==> src/sv/colle_pkg.sv <==
`timescale 1ns / 1ps
// ----------------------------------------------------------------------------
// colle_pkg
// Shared types and codes of the circular ordered list engine.
// ----------------------------------------------------------------------------
package colle_pkg;

  localparam logic [2:0] OP_INS_START = 3'd0;
  localparam logic [2:0] OP_INS_POS   = 3'd1;
  localparam logic [2:0] OP_INS_END   = 3'd2;
  localparam logic [2:0] OP_DELETE    = 3'd3;
  localparam logic [2:0] OP_DUMP      = 3'd4;

  localparam logic [2:0] ST_OK       = 3'd0;
  localparam logic [2:0] ST_INVALID  = 3'd1;
  localparam logic [2:0] ST_RANGE    = 3'd2;
  localparam logic [2:0] ST_EMPTY    = 3'd3;
  localparam logic [2:0] ST_NOTFOUND = 3'd4;
  localparam logic [2:0] ST_FULL     = 3'd5;

  typedef struct packed {
    logic [2:0]         opcode;
    logic signed [31:0] item_value;
    logic [7:0]         position;
  } in_t;

  typedef struct packed {
    logic [2:0]         status;
    logic signed [31:0] element;
    logic               last;
    logic [5:0]         count;
  } out_t;

  // write enables from the sequencer to the slot store
  typedef struct packed {
    logic val_we;
    logic nxt_we;
    logic prv_we;
    logic free_we;
  } wr_en_t;

endpackage

==> src/sv/colle_store.sv <==
`timescale 1ns / 1ps
// ----------------------------------------------------------------------------
// colle_store
// Slot pool: values, next and previous links, and the free slot stack.
// ----------------------------------------------------------------------------
module colle_store #(
  parameter int CAPACITY    = 32,
  parameter int VALUE_WIDTH = 32
) (
  input  logic                             clk,
  input  logic                             rst_n,
  input  logic                             rd_en,
  input  logic [$clog2(CAPACITY)-1:0]      rd_slot,
  output logic [VALUE_WIDTH-1:0]           rd_val,
  output logic [$clog2(CAPACITY)-1:0]      rd_nxt,
  output logic [$clog2(CAPACITY)-1:0]      rd_prv,
  input  logic                             fr_en,
  input  logic [$clog2(CAPACITY)-1:0]      fr_idx,
  output logic [$clog2(CAPACITY)-1:0]      fr_q,
  input  colle_pkg::wr_en_t                wr,
  input  logic [$clog2(CAPACITY)-1:0]      val_addr,
  input  logic [VALUE_WIDTH-1:0]           val_data,
  input  logic [$clog2(CAPACITY)-1:0]      nxt_addr,
  input  logic [$clog2(CAPACITY)-1:0]      nxt_data,
  input  logic [$clog2(CAPACITY)-1:0]      prv_addr,
  input  logic [$clog2(CAPACITY)-1:0]      prv_data,
  input  logic [$clog2(CAPACITY)-1:0]      fw_idx,
  input  logic [$clog2(CAPACITY)-1:0]      fw_data
);
  import colle_pkg::*;

  localparam int SW = $clog2(CAPACITY);
  localparam logic [SW-1:0] TOP_IDX = SW'(CAPACITY - 1);

  logic [VALUE_WIDTH-1:0] val_mem  [CAPACITY];
  logic [SW-1:0]          nxt_mem  [CAPACITY];
  logic [SW-1:0]          prv_mem  [CAPACITY];
  logic [SW-1:0]          free_mem [CAPACITY];
  logic [CAPACITY-1:0]    free_vld_r;
  logic [SW-1:0]          fr_raw_r;
  logic                   fr_hit_r;
  logic [SW-1:0]          fr_idx_r;

  always_ff @(posedge clk) begin
    if (wr.val_we) val_mem[val_addr] <= val_data;
    if (wr.nxt_we) nxt_mem[nxt_addr] <= nxt_data;
    if (wr.prv_we) prv_mem[prv_addr] <= prv_data;
    if (wr.free_we) free_mem[fw_idx] <= fw_data;
    if (rd_en) begin
      rd_val <= val_mem[rd_slot];
      rd_nxt <= nxt_mem[rd_slot];
      rd_prv <= prv_mem[rd_slot];
    end
    if (fr_en) begin
      fr_raw_r <= free_mem[fr_idx];
      fr_idx_r <= fr_idx;
    end
  end

  always_ff @(posedge clk) begin
    if (!rst_n) begin
      free_vld_r <= '0;
      fr_hit_r   <= 1'b0;
    end else begin
      if (wr.free_we) free_vld_r[fw_idx] <= 1'b1;
      if (fr_en) fr_hit_r <= free_vld_r[fr_idx];
    end
  end

  // an untouched stack entry holds its reset slot number
  assign fr_q = fr_hit_r ? fr_raw_r : (TOP_IDX - fr_idx_r);

endmodule

==> src/sv/colle_ctrl.sv <==
`timescale 1ns / 1ps
// ----------------------------------------------------------------------------
// colle_ctrl
// Sequencer: decodes a transaction and walks the linked slots one read a step.
// ----------------------------------------------------------------------------
module colle_ctrl #(
  parameter int CAPACITY    = 32,
  parameter int VALUE_WIDTH = 32
) (
  input  logic                             clk,
  input  logic                             rst_n,
  input  logic                             in_valid,
  input  colle_pkg::in_t                   in_data,
  output logic                             in_stall,
  input  logic                             out_free,
  output logic                             emit_go,
  output colle_pkg::out_t                  emit_data,
  output logic                             rd_en,
  output logic [$clog2(CAPACITY)-1:0]      rd_slot,
  input  logic [VALUE_WIDTH-1:0]           rd_val,
  input  logic [$clog2(CAPACITY)-1:0]      rd_nxt,
  input  logic [$clog2(CAPACITY)-1:0]      rd_prv,
  output logic                             fr_en,
  output logic [$clog2(CAPACITY)-1:0]      fr_idx,
  input  logic [$clog2(CAPACITY)-1:0]      fr_q,
  output colle_pkg::wr_en_t                wr,
  output logic [$clog2(CAPACITY)-1:0]      val_addr,
  output logic [VALUE_WIDTH-1:0]           val_data,
  output logic [$clog2(CAPACITY)-1:0]      nxt_addr,
  output logic [$clog2(CAPACITY)-1:0]      nxt_data,
  output logic [$clog2(CAPACITY)-1:0]      prv_addr,
  output logic [$clog2(CAPACITY)-1:0]      prv_data,
  output logic [$clog2(CAPACITY)-1:0]      fw_idx,
  output logic [$clog2(CAPACITY)-1:0]      fw_data
);
  import colle_pkg::*;

  localparam int SW = $clog2(CAPACITY);
  localparam int CW = $clog2(CAPACITY + 1);
  localparam logic [CW-1:0] CAP_C  = CW'(CAPACITY);
  localparam logic [CW-1:0] CAP_M1 = CW'(CAPACITY - 1);
  localparam logic [CW-1:0] ONE_C  = CW'(1);

  localparam logic [3:0] S_IDLE   = 4'd0;
  localparam logic [3:0] S_DEC    = 4'd1;
  localparam logic [3:0] S_ALLOC  = 4'd2;
  localparam logic [3:0] S_ALLOC2 = 4'd3;
  localparam logic [3:0] S_WALK   = 4'd4;
  localparam logic [3:0] S_WALKW  = 4'd5;
  localparam logic [3:0] S_LINK1  = 4'd6;
  localparam logic [3:0] S_LINK2  = 4'd7;
  localparam logic [3:0] S_LINK3  = 4'd8;
  localparam logic [3:0] S_SINGLE = 4'd9;
  localparam logic [3:0] S_SRCH   = 4'd10;
  localparam logic [3:0] S_SCHK   = 4'd11;
  localparam logic [3:0] S_DRD    = 4'd12;
  localparam logic [3:0] S_DOUT   = 4'd13;
  localparam logic [3:0] S_EMIT   = 4'd14;

  logic [3:0]             state_r, state_nxt;
  logic [2:0]             op_r, op_nxt;
  logic [VALUE_WIDTH-1:0] val_r, val_nxt;
  logic [7:0]             pos_r, pos_nxt;
  logic [CW-1:0]          cnt_r, cnt_nxt;
  logic [SW-1:0]          head_r, head_nxt;
  logic [SW-1:0]          a_r, a_nxt;
  logic [SW-1:0]          s_r, s_nxt;
  logic [CW-1:0]          i_r, i_nxt;
  logic [2:0]             st_r, st_nxt;
  logic                   mkhead_r, mkhead_nxt;
  logic                   walk_r, walk_nxt;
  logic [63:0]            in_ext;
  logic [63:0]            rd_ext;
  logic                   cnt_full;

  assign in_ext   = 64'(in_data.item_value);
  assign rd_ext   = 64'(signed'(rd_val));
  assign cnt_full = (cnt_r == CAP_C);
  assign in_stall = (state_r != S_IDLE);

  always_comb begin
    state_nxt  = state_r;
    op_nxt     = op_r;
    val_nxt    = val_r;
    pos_nxt    = pos_r;
    cnt_nxt    = cnt_r;
    head_nxt   = head_r;
    a_nxt      = a_r;
    s_nxt      = s_r;
    i_nxt      = i_r;
    st_nxt     = st_r;
    mkhead_nxt = mkhead_r;
    walk_nxt   = walk_r;
    rd_en      = 1'b0;
    rd_slot    = s_r;
    fr_en      = 1'b0;
    fr_idx     = SW'(CAP_M1 - cnt_r);
    wr         = '0;
    val_addr   = fr_q;
    val_data   = val_r;
    nxt_addr   = s_r;
    nxt_data   = s_r;
    prv_addr   = s_r;
    prv_data   = s_r;
    fw_idx     = SW'(CAP_C - cnt_r);
    fw_data    = s_r;
    emit_go    = 1'b0;
    emit_data  = '{status: st_r, element: '0, last: 1'b1, count: 6'(cnt_r)};
    case (state_r)
      S_IDLE: begin
        if (in_valid) begin
          op_nxt    = in_data.opcode;
          val_nxt   = in_ext[VALUE_WIDTH-1:0];
          pos_nxt   = in_data.position;
          st_nxt    = ST_OK;
          state_nxt = S_DEC;
        end
      end
      S_DEC: begin
        mkhead_nxt = 1'b0;
        walk_nxt   = 1'b0;
        i_nxt      = '0;
        s_nxt      = head_r;
        state_nxt  = S_EMIT;
        case (op_r)
          OP_INS_START, OP_INS_END: begin
            if (cnt_full) begin
              st_nxt = ST_FULL;
            end else begin
              mkhead_nxt = (op_r == OP_INS_START);
              state_nxt  = S_ALLOC;
            end
          end
          OP_INS_POS: begin
            if (pos_r == 8'd0) begin
              st_nxt = ST_INVALID;
            end else if (cnt_full) begin
              st_nxt = ST_FULL;
            end else if (pos_r == 8'd1) begin
              mkhead_nxt = 1'b1;
              state_nxt  = S_ALLOC;
            end else if ((9'(pos_r) - 9'd1) > 9'(cnt_r)) begin
              st_nxt = ST_RANGE;
            end else begin
              walk_nxt  = 1'b1;
              i_nxt     = CW'(pos_r - 8'd2);
              state_nxt = S_ALLOC;
            end
          end
          OP_DELETE: begin
            if (cnt_r == '0) st_nxt = ST_EMPTY;
            else state_nxt = S_SRCH;
          end
          OP_DUMP: begin
            if (cnt_r == '0) st_nxt = ST_EMPTY;
            else state_nxt = S_DRD;
          end
          default: begin
            st_nxt = ST_OK;
          end
        endcase
      end
      S_ALLOC: begin
        fr_en     = 1'b1;
        rd_en     = 1'b1;
        rd_slot   = head_r;
        state_nxt = S_ALLOC2;
      end
      S_ALLOC2: begin
        s_nxt     = fr_q;
        wr.val_we = 1'b1;
        if (cnt_r == '0) begin
          state_nxt = S_SINGLE;
        end else if (walk_r) begin
          a_nxt     = head_r;
          state_nxt = S_WALK;
        end else begin
          // tail sits just before the head
          a_nxt     = rd_prv;
          state_nxt = S_LINK1;
        end
      end
      S_WALK: begin
        if (i_r == '0) begin
          state_nxt = S_LINK1;
        end else begin
          rd_en     = 1'b1;
          rd_slot   = a_r;
          state_nxt = S_WALKW;
        end
      end
      S_WALKW: begin
        a_nxt     = rd_nxt;
        i_nxt     = i_r - ONE_C;
        state_nxt = S_WALK;
      end
      S_LINK1: begin
        rd_en     = 1'b1;
        rd_slot   = a_r;
        state_nxt = S_LINK2;
      end
      S_LINK2: begin
        wr.nxt_we = 1'b1;
        nxt_addr  = s_r;
        nxt_data  = rd_nxt;
        wr.prv_we = 1'b1;
        prv_addr  = rd_nxt;
        prv_data  = s_r;
        state_nxt = S_LINK3;
      end
      S_LINK3: begin
        wr.nxt_we = 1'b1;
        nxt_addr  = a_r;
        nxt_data  = s_r;
        wr.prv_we = 1'b1;
        prv_addr  = s_r;
        prv_data  = a_r;
        if (mkhead_r) head_nxt = s_r;
        cnt_nxt   = cnt_r + ONE_C;
        state_nxt = S_EMIT;
      end
      S_SINGLE: begin
        wr.nxt_we = 1'b1;
        wr.prv_we = 1'b1;
        head_nxt  = s_r;
        cnt_nxt   = cnt_r + ONE_C;
        state_nxt = S_EMIT;
      end
      S_SRCH: begin
        rd_en     = 1'b1;
        state_nxt = S_SCHK;
      end
      S_SCHK: begin
        if (rd_val == val_r) begin
          wr.nxt_we  = 1'b1;
          nxt_addr   = rd_prv;
          nxt_data   = rd_nxt;
          wr.prv_we  = 1'b1;
          prv_addr   = rd_nxt;
          prv_data   = rd_prv;
          wr.free_we = 1'b1;
          cnt_nxt    = cnt_r - ONE_C;
          if (cnt_r == ONE_C) head_nxt = '0;
          else if (s_r == head_r) head_nxt = rd_nxt;
          state_nxt  = S_EMIT;
        end else if ((i_r + ONE_C) == cnt_r) begin
          st_nxt    = ST_NOTFOUND;
          state_nxt = S_EMIT;
        end else begin
          i_nxt     = i_r + ONE_C;
          s_nxt     = rd_nxt;
          state_nxt = S_SRCH;
        end
      end
      S_DRD: begin
        rd_en     = 1'b1;
        state_nxt = S_DOUT;
      end
      S_DOUT: begin
        emit_data.status  = ST_OK;
        emit_data.element = signed'(rd_ext[31:0]);
        emit_data.last    = ((i_r + ONE_C) == cnt_r);
        if (out_free) begin
          emit_go = 1'b1;
          if ((i_r + ONE_C) == cnt_r) begin
            state_nxt = S_IDLE;
          end else begin
            i_nxt     = i_r + ONE_C;
            s_nxt     = rd_nxt;
            state_nxt = S_DRD;
          end
        end
      end
      S_EMIT: begin
        if (out_free) begin
          emit_go   = 1'b1;
          state_nxt = S_IDLE;
        end
      end
      default: begin
        state_nxt = S_IDLE;
      end
    endcase
  end

  always_ff @(posedge clk) begin
    if (!rst_n) begin
      state_r <= S_IDLE;
      cnt_r   <= '0;
      head_r  <= '0;
    end else begin
      state_r <= state_nxt;
      cnt_r   <= cnt_nxt;
      head_r  <= head_nxt;
    end
  end

  always_ff @(posedge clk) begin
    op_r     <= op_nxt;
    val_r    <= val_nxt;
    pos_r    <= pos_nxt;
    a_r      <= a_nxt;
    s_r      <= s_nxt;
    i_r      <= i_nxt;
    st_r     <= st_nxt;
    mkhead_r <= mkhead_nxt;
    walk_r   <= walk_nxt;
  end

endmodule

==> src/sv/circular_ordered_list_engine_unit.sv <==
`timescale 1ns / 1ps
// ----------------------------------------------------------------------------
// circular_ordered_list_engine_unit
// Circular doubly linked list of signed values kept in a pool of slots.
// ----------------------------------------------------------------------------
// Usage: one transaction on in_ carries an opcode, a value and a position.
// Inserts, delete and unused opcodes give one result on out_; a dump of a
// non-empty list gives one result per element, head first, with last set on
// the final one. in_stall is high from acceptance until the final result of
// the transaction has been loaded into the output register, so items are
// handled one at a time; the next item can be taken while that result waits.
// An insert at position p above 1 walks from the head to the slot before p,
// and a delete searches from the head slot by slot. The sequencer returns to
// idle as the final result is loaded. The pace of a list walk is set by the
// single registered read port of the slot store, which every step of a walk
// goes through.
// Reset empties the list at once; the free slot stack reads as its reset
// order until entries are written, so there is no clearing pass.
// A stalled receiver holds the output register and the sequencer waits.
// ----------------------------------------------------------------------------
module circular_ordered_list_engine_unit #(
  parameter int CAPACITY    = 32,
  parameter int VALUE_WIDTH = 32
) (
  input  logic            clk,
  input  logic            rst_n,
  input  logic            in_valid,
  input  colle_pkg::in_t  in_data,
  output logic            in_stall,
  output logic            out_valid,
  output colle_pkg::out_t out_data,
  input  logic            out_stall
);
  import colle_pkg::*;

  localparam int SW = $clog2(CAPACITY);

  logic                   out_valid_r;
  out_t                   out_data_r;
  logic                   out_free;
  logic                   emit_go;
  out_t                   emit_data;
  logic                   rd_en;
  logic [SW-1:0]          rd_slot;
  logic [VALUE_WIDTH-1:0] rd_val;
  logic [SW-1:0]          rd_nxt;
  logic [SW-1:0]          rd_prv;
  logic                   fr_en;
  logic [SW-1:0]          fr_idx;
  logic [SW-1:0]          fr_q;
  wr_en_t                 wr;
  logic [SW-1:0]          val_addr;
  logic [VALUE_WIDTH-1:0] val_data;
  logic [SW-1:0]          nxt_addr;
  logic [SW-1:0]          nxt_data;
  logic [SW-1:0]          prv_addr;
  logic [SW-1:0]          prv_data;
  logic [SW-1:0]          fw_idx;
  logic [SW-1:0]          fw_data;

  assign out_free = !out_valid_r || !out_stall;

  colle_ctrl #(.CAPACITY(CAPACITY), .VALUE_WIDTH(VALUE_WIDTH)) u_ctrl (
    .clk(clk), .rst_n(rst_n),
    .in_valid(in_valid), .in_data(in_data), .in_stall(in_stall),
    .out_free(out_free), .emit_go(emit_go), .emit_data(emit_data),
    .rd_en(rd_en), .rd_slot(rd_slot), .rd_val(rd_val), .rd_nxt(rd_nxt),
    .rd_prv(rd_prv), .fr_en(fr_en), .fr_idx(fr_idx), .fr_q(fr_q), .wr(wr),
    .val_addr(val_addr), .val_data(val_data), .nxt_addr(nxt_addr),
    .nxt_data(nxt_data), .prv_addr(prv_addr), .prv_data(prv_data),
    .fw_idx(fw_idx), .fw_data(fw_data)
  );

  colle_store #(.CAPACITY(CAPACITY), .VALUE_WIDTH(VALUE_WIDTH)) u_store (
    .clk(clk), .rst_n(rst_n),
    .rd_en(rd_en), .rd_slot(rd_slot), .rd_val(rd_val), .rd_nxt(rd_nxt),
    .rd_prv(rd_prv), .fr_en(fr_en), .fr_idx(fr_idx), .fr_q(fr_q), .wr(wr),
    .val_addr(val_addr), .val_data(val_data), .nxt_addr(nxt_addr),
    .nxt_data(nxt_data), .prv_addr(prv_addr), .prv_data(prv_data),
    .fw_idx(fw_idx), .fw_data(fw_data)
  );

  always_ff @(posedge clk) begin
    if (!rst_n) begin
      out_valid_r <= 1'b0;
    end else if (emit_go) begin
      out_valid_r <= 1'b1;
    end else if (!out_stall) begin
      out_valid_r <= 1'b0;
    end
  end

  always_ff @(posedge clk) begin
    if (emit_go) out_data_r <= emit_data;
  end

  assign out_valid = out_valid_r;
  assign out_data  = out_data_r;

  a_emit_only_busy: assert property (@(posedge clk) disable iff (!rst_n)
    (in_valid && !in_stall) |-> !emit_go)
    else $error("result emitted in the cycle a transaction was accepted");

  a_busy_after_accept: assert property (@(posedge clk) disable iff (!rst_n)
    (in_valid && !in_stall) |=> in_stall)
    else $error("sequencer not busy after accepting a transaction");

  a_error_is_last: assert property (@(posedge clk) disable iff (!rst_n)
    out_valid |-> (out_data.status == ST_OK || out_data.last))
    else $error("error status on a result that is not the last");

  a_element_only_ok: assert property (@(posedge clk) disable iff (!rst_n)
    out_valid |-> (out_data.status == ST_OK || out_data.element == '0))
    else $error("non-zero element with an error status");

endmodule
==> config.mk <==
export PLATFORM = sky130hd
export DESIGN_NAME = circular_ordered_list_engine_unit
export DESIGN_NICKNAME = d
export VERILOG_FILES = /design/src/sv/colle_pkg.sv /design/src/sv/colle_store.sv /design/src/sv/colle_ctrl.sv /design/src/sv/circular_ordered_list_engine_unit.sv
export SDC_FILE = /design/constraint.sdc
export NUM_CORES = 2
export LEC_CHECK = 0
export BUFFER_PORTS_ARGS = -buffer_cell sky130_fd_sc_hd__buf_2
export CAP_MARGIN = 10
export CORE_AREA = 5 5 375 377
export DETAILED_ROUTE_END_ITERATION = 8
export DIE_AREA = 0 0 380 382
export PLACE_DENSITY = 0.73
export SYNTH_ARGS = -nofsm -noshare
export SYNTH_HDL_FRONTEND = slang
export SYNTH_SLANG_ARGS = --single-unit
==> constraint.sdc <==
create_clock -name clk -period 11.4 [get_ports clk]
set_input_delay 1.14 -clock clk [delete_from_list [all_inputs] [get_ports clk]]
set_output_delay 1.14 -clock clk [all_outputs]
set_load 0.02 [all_outputs]
Yosys cells after proc, flatten, opt, wreduce, memory -nomap -nowiden:

Memory sizes are Yosys's and may differ from the RTL's. A register that Yosys moved wholly into a read port is not among the register bits.
Index checks and enable logic that the tools add are counted.

* register bits after elaboration: 160
* latch bits: 0
* bits in writable memories: 1504
* ROM bits: 0
* input port bits: 47
* output and inout port bits: 44
* word-level logic and storage cells: 196
* memories kept: 4

* add/sub/neg operators: 9
* $mul: 0
* divide/modulo/power cells: 0
* order comparisons: 4
* equal/unequal tests: 38
* shift-type cells: 0
* mux-type cells: 88
* bitwise operators: 2
* reductions and logical operators: 31

Memories
* u_store.val_mem: depth 32, width 32, read ports 1, clocked after memory_dff 1, write ports 1, line colle_store.sv:35 `logic [VALUE_WIDTH-1:0] val_mem [CAPACITY];`
* u_store.free_mem: depth 32, width 5, read ports 1, clocked after memory_dff 1, write ports 1, line colle_store.sv:38 `logic [SW-1:0] free_mem [CAPACITY];`
* u_store.nxt_mem: depth 32, width 5, read ports 1, clocked after memory_dff 1, write ports 1, line colle_store.sv:36 `logic [SW-1:0] nxt_mem [CAPACITY];`
* u_store.prv_mem: depth 32, width 5, read ports 1, clocked after memory_dff 1, write ports 1, line colle_store.sv:37 `logic [SW-1:0] prv_mem [CAPACITY];`

Operators with widths (count)
* two-way mux 5 bit: 13
* case mux 4 bit (14 select lines): 1
* two-way mux 6 bit: 9
* two-way mux 4 bit: 10
* two-way mux 3 bit: 13
* equality test 32 bit: 1
* bitwise OR 32 bit: 1
* case mux 5 bit (2 select lines): 3
* case mux 5 bit (3 select lines): 2
* equality test 4 bit, second input constant: 7
* case mux 6 bit (4 select lines): 1
* two-way mux 1 bit: 23
* case mux 5 bit (4 select lines): 1
* case mux 3 bit (3 select lines): 2
* equality test 4 x 3 -> 1 bit, second input constant: 4
* case mux 4 bit (4 select lines): 1
* adder 6 x 1 -> 6 bit, second input constant: 2
* zero test 6 bit: 2
* < comparator 5 x 6 -> 1 bit, second input constant: 2
* case mux 6 bit (2 select lines): 1
* nonzero test 4 bit: 3
* subtractor 6 x 1 -> 6 bit, second input constant: 2
* != test 2 bit, second input constant: 5
* subtractor 5 bit, first input constant: 2
* 41 further kinds: 61

Depth between registers and ports, before layout:

* word-level depth: 8
* mapped depth: 15
* mapped depth without buffers: 12

Modules after synthesis:

A second synthesis with hierarchy kept.

* cell total of the unflattened synthesis: 3105
* area, all modules: 67225.7 µm²

Modules (own cells, without submodules)
* colle_store: instances 1, cells an instance 2490, area each 60464.2 µm², seq. area each 47385.4 µm²
* colle_ctrl: instances 1, cells an instance 569, area each 5465.2 µm², seq. area each 2222.1 µm²
* circular_ordered_list_engine_unit: instances 1, cells an instance 46, area each 1296.2 µm², seq. area each 1281.2 µm²

Least setup slack after synthesis:

No wires, ideal clock.

* path type: reg2reg
* from: register u_ctrl.i_r[0]
* to: register u_ctrl.state_r[0]
* setup time: 0.065 ns
* data arrival time: 5.025 ns
* required time: 11.335 ns
* slack: 6.310 ns
* cell stages (with the launch flop): 10
* buffers on the path: 1
* period minus slack after synthesis: 5.090 ns
* cells stage by stage: edfxtp_1 > clkbuf_1 > inv_1 > ha_1 > nand4_1 > a21oi_1 > a311oi_1 > o21ba_2 > a21oi_1 > nor2b_1

* longest elaborated chain between the ends: 3

RTL lines
* start, declared: line colle_ctrl.sv:68 `logic [CW-1:0] i_r, i_nxt;`
* start signal, assigned: line colle_ctrl.sv:304 `i_r <= i_nxt;`
* zero test 6 bit: line colle_ctrl.sv:184 `if (i_r == '0) begin`
* two-way mux 2 bit: line colle_ctrl.sv:184
* case mux 4 bit (14 select lines): line colle_ctrl.sv:109 `case (state_r)`
* end signal, assigned: line colle_ctrl.sv:292 `state_r <= state_nxt;`
* end, declared: line colle_ctrl.sv:60 `logic [3:0] state_r, state_nxt;`

No other way between the ends.
A chain may end at the register's enable or synchronous reset.

Worst setup path after layout:

* from: register u_ctrl.i_r[0]
* to: register u_store.rd_val[28] (read register of u_store.val_mem), data pin

* longest elaborated chain between the ends: 3
* elaborated cells on any way between the ends: 5
* classes of those cells: mux (4); reduce/logical (1)

RTL lines
* zero test 6 bit (*): line colle_ctrl.sv:184
* two-way mux 5 bit / two-way mux 1 bit (equally long branches): line colle_ctrl.sv:184
* case mux 5 bit (3 select lines) / case mux 1 bit (2 select lines) (equally long branches): line colle_ctrl.sv:109
* end, declared: line colle_store.sv:14 `output logic [VALUE_WIDTH-1:0] rd_val,`

Every way passes the cells marked *; elsewhere a longest branch is shown, timed or not.

==> run_results.csv <==
group,metric,value,unit
outcome,outcome,"complete, no violations",
clocking,cts_resized,0,
global_route,gr-total-overflow,0,
yosys,synth_top_flop_cell,"edfxtp_1",
yosys,synth_largest_area_cell,"edfxtp_1",
yosys,yosys_warnings,0,
cells_and_area,final_nets,4407,
yosys,synth_nets,4300,
place,preCtsSetupSlack,5.89,ns
setup_path,critPathCaptureType,"flop",
yosys,async_flop_share,0,
timing,final.setup.tns,0,ns
place,dpl_cell_area,70600,um^2
clocking,clk_path_buf_depth,3,
timing,setup_viol,0,
power_and_ir_drop,p_int,12.2,mW
cells_and_area,drive_gt1_frac,0.137,
floorplan,die_h,382,um
clocking,cts.sinks,1711,
yosys,synth_top_area_share,0.736,
floorplan,core-area,137000,um^2
place,dp.final_hpwl,94600,um
routing,drt_wl_total,178000,um
yosys,ys_types,73,
setup_path,critPathKind,"flop to flop",
min_path,hold_end,"u_store.free_vld_r[13]$_SDFFE_PN0P_",
yosys,synth.area.top_cells,"edfxtp_1 74%, mux2i_1 5.4%, nand2_1 2.3%",
min_path,min-delay-start,"u_store.free_vld_r[13]$_SDFFE_PN0P_",
global_route,grt_pass1_wl,258000,um
place,place_inst,5973,
routing,drc,0,
clocking,cts_buffers,162,
routing,drt_iter0_drc,5816,
cells_and_area,final_cell_area,75700,um^2
clocking,clkTransAtPathRegs,0.06,ns
setup_path,critPathLaunchType,"flop",
setup_path,reg2reg_depth,13,
setup_path,r2r-start,"u_ctrl.i_r[0]$_DFFE_PP_",
timing,slew_headroom,0.204,
floorplan,rows,136,
floorplan,start_util,0.496,
yosys,syn_inst,4237,
clocking,clk_latency,0.79,ns
setup_path,crit_arrival,6.17,ns
clocking,tritoncts,"yes",
global_route,grt_usage,0.239,
cells_and_area,diodes,0,
floorplan,die-area,145000,um^2
power_and_ir_drop,irDropWorstVdd,0.265,mV
yosys,synthMostInstantiatedCell,"edfxtp_1",
power_and_ir_drop,pwr-share-comb,0.272,
routing,vias_per_cell,6.38,
yosys,ys_seq_elements,1711,
global_route,grt_max_degree,132,
clocking,htreeDepth,4,
timing,drv_slew,0,
global_route,antenna_found_initial,5,
timing,tightest_slew,1.19,ns
global_route,first_global_vias,38391,
power_and_ir_drop,p_switching,6.09,mW
yosys,synth-edff-count,1662,
cells_and_area,synthToLayoutAreaGrowth,11.6,%
timing,fin_skew,0.0358,ns
timing,hold_violations,0,
clocking,cts_setup_buffers,0,
timing,setup_slack,5.74,ns
power_and_ir_drop,p_sw_frac,0.332,
timing,min_period,5.66,ns
routing,firstDrtPassIters,7,
setup_path,r2r_end,"u_store.rd_val[28]$_DFFE_PP_",
floorplan,io_pins,91,
yosys,avgSynthCellArea,16.0,um^2
routing,detail-route-antenna-nets,0,
setup_path,cp.required,11.91,ns
timing,fmax,0.177,GHz
setup_path,rrSetupSlack,5.74,ns
timing,grt_setup_unrepaired,"false",
place,port_buffers,90,
clocking,ctsHoldBuffers,0,
routing,wl_per_cell,28.4,um
floorplan,die_w,380,um
place,gp_congestion,0.843,
timing,fin_crit_sh,0.497,
setup_path,crit_path_max_fanout,131,
routing,vias,39952,
power_and_ir_drop,pwr-share-clk,0.286,
power_and_ir_drop,p_leak,25.4,nW
run,drv_cap,0,
yosys,ys_seq_area_frac,0.750,
min_path,hold_path.class,"flop to flop",
clocking,root_buffer,"clkbuf_16",
power_and_ir_drop,cellPowerDensity,242,nW/um^2
yosys,syn-cell-area,67800,um^2
cells_and_area,finalNonFillerCells,6265,
min_path,holdPathStages,1,
yosys,synthTopCellsByCount,"1,662 x edfxtp_1, 423 x nand2_1, 364 x mux2i_1",
power_and_ir_drop,power_frac_seq,0.442,
registers in the layout (all words and copies together) (netlist names), 4 cells and up:
register	flops
out_data	42
u_ctrl.a_r	5
u_ctrl.cnt_r	6
u_ctrl.fw_data	5
u_ctrl.head_r	5
u_ctrl.i_r	6
u_ctrl.pos_r	8
u_ctrl.state_r	4
u_ctrl.val_data	32
u_store.fr_idx_r	5
u_store.fr_raw_r	5
u_store.free_mem	160
u_store.free_vld_r	32
u_store.nxt_mem	160
u_store.prv_mem	160
u_store.rd_nxt	5
u_store.rd_prv	5
u_store.rd_val	32
u_store.val_mem	1024
cell families (layout without fill, tap and decap cells):
group,Yosys count,count (layout),share of synthesized area
AOI/OAI and AO/OA,668,668,0.0708
xor gates and xnor gates,60,60,0.00775
adders and majority gates,16,16,0.00295
buffers and inverters,289,523,0.0201
DFF,1711,1711,0.750
muxes,444,444,0.0772
and+or+nand+nor,1049,1049,0.0710
worst max-delay path: stages (launching register included):
cell	delay, ns
edfxtp_1	0.52
inv_1	0.13
ha_1	0.28
nor2b_1	0.20
a311o_1	0.18
buf_4	0.34
mux2i_4	0.30
buf_4	0.77
buf_12	0.62
buf_4	0.79
mux2i_1	0.33
o22ai_1	0.13
nor4_1	0.36
nand3_1	0.13
stage by stage:
step	hold slack [ns]	total power, mW	utilization
3_5_place_dp	0.448	13.1	0.516
4_1_cts	0.462	18.3	0.553
6_report	0.458	18.3	0.553
5_1_grt	0.473	19.0	0.553
2_1_floorplan	0.406	11.4	-
3_3_place_gp	0.442	13.0	0.516
per-layer routing:
layer | track usage | part of all wire
met1 | 0.333 | 0.39
met2 | 0.378 | 0.47
met3 | 0.0463 | 0.11
met4 | 0.0893 | 0.037
met5 | 0 | 0
layout make-up:
cell class | count | area (um^2)
inverter | 28 | 105
clock inverter | 86 | 776
tap | 1794 | 2240
multi-input combinational | 2237 | 16000
clock buffer | 205 | 4370
sequential | 1711 | 50900
fill | 10360 | 61100
timing repair buffer | 204 | 1330
worst max path at each step:
stage | start | to | slack [ns] | cells past startpoint
floorplan | u_ctrl.i_r[0]$_DFFE_PP_ | u_ctrl.state_r[0]$_SDFFE_PN0P_ | 6.31 | 9
global placement | u_ctrl.i_r[0]$_DFFE_PP_ | u_store.rd_val[16]$_DFFE_PP_ | 6.07 | 13
detailed placement | u_ctrl.i_r[0]$_DFFE_PP_ | u_store.rd_val[28]$_DFFE_PP_ | 5.89 | 13
CTS | u_ctrl.i_r[0]$_DFFE_PP_ | u_store.rd_val[28]$_DFFE_PP_ | 5.89 | 13
global route | u_ctrl.i_r[0]$_DFFE_PP_ | u_store.rd_val[21]$_DFFE_PP_ | 5.50 | 13
finish | u_ctrl.i_r[0]$_DFFE_PP_ | u_store.rd_val[28]$_DFFE_PP_ | 5.74 | 13
layout by cell type, fill, tap and decap left out, types with 44 or more instances in the layout:
master | synthesis | final
dfxtp_1 | 49 | 47
o2111ai_1 | 84 | 84
buf_2 | 113 | 90
and3_1 | 45 | 44
mux2i_1 | 364 | 361
nand3_1 | 148 | 144
o22ai_1 | 253 | 253
edfxtp_1 | 1662 | 1662
a21oi_1 | 107 | 107
a221oi_1 | 63 | 63
clkbuf_16 | 0 | 168
buf_4 | 18 | 111
nor4_1 | 45 | 45
mux4_2 | 60 | 60
nand2_1 | 423 | 421
nor2_1 | 232 | 196
power groups by stage:
| stage | Combinational (mW) | Clock, mW | Sequential, mW |
|---|---|---|---|
| after floorplan | 3.22 | 0 | 8.15 |
| after global placement | 4.78 | 0 | 8.21 |
| after detailed placement | 4.89 | 0 | 8.22 |
| after CTS | 4.90 | 5.29 | 8.09 |
| after global routing | 5.26 | 5.58 | 8.12 |
| final | 4.99 | 5.24 | 8.10 |
Note: power is estimated with default switching activity, not from simulation.
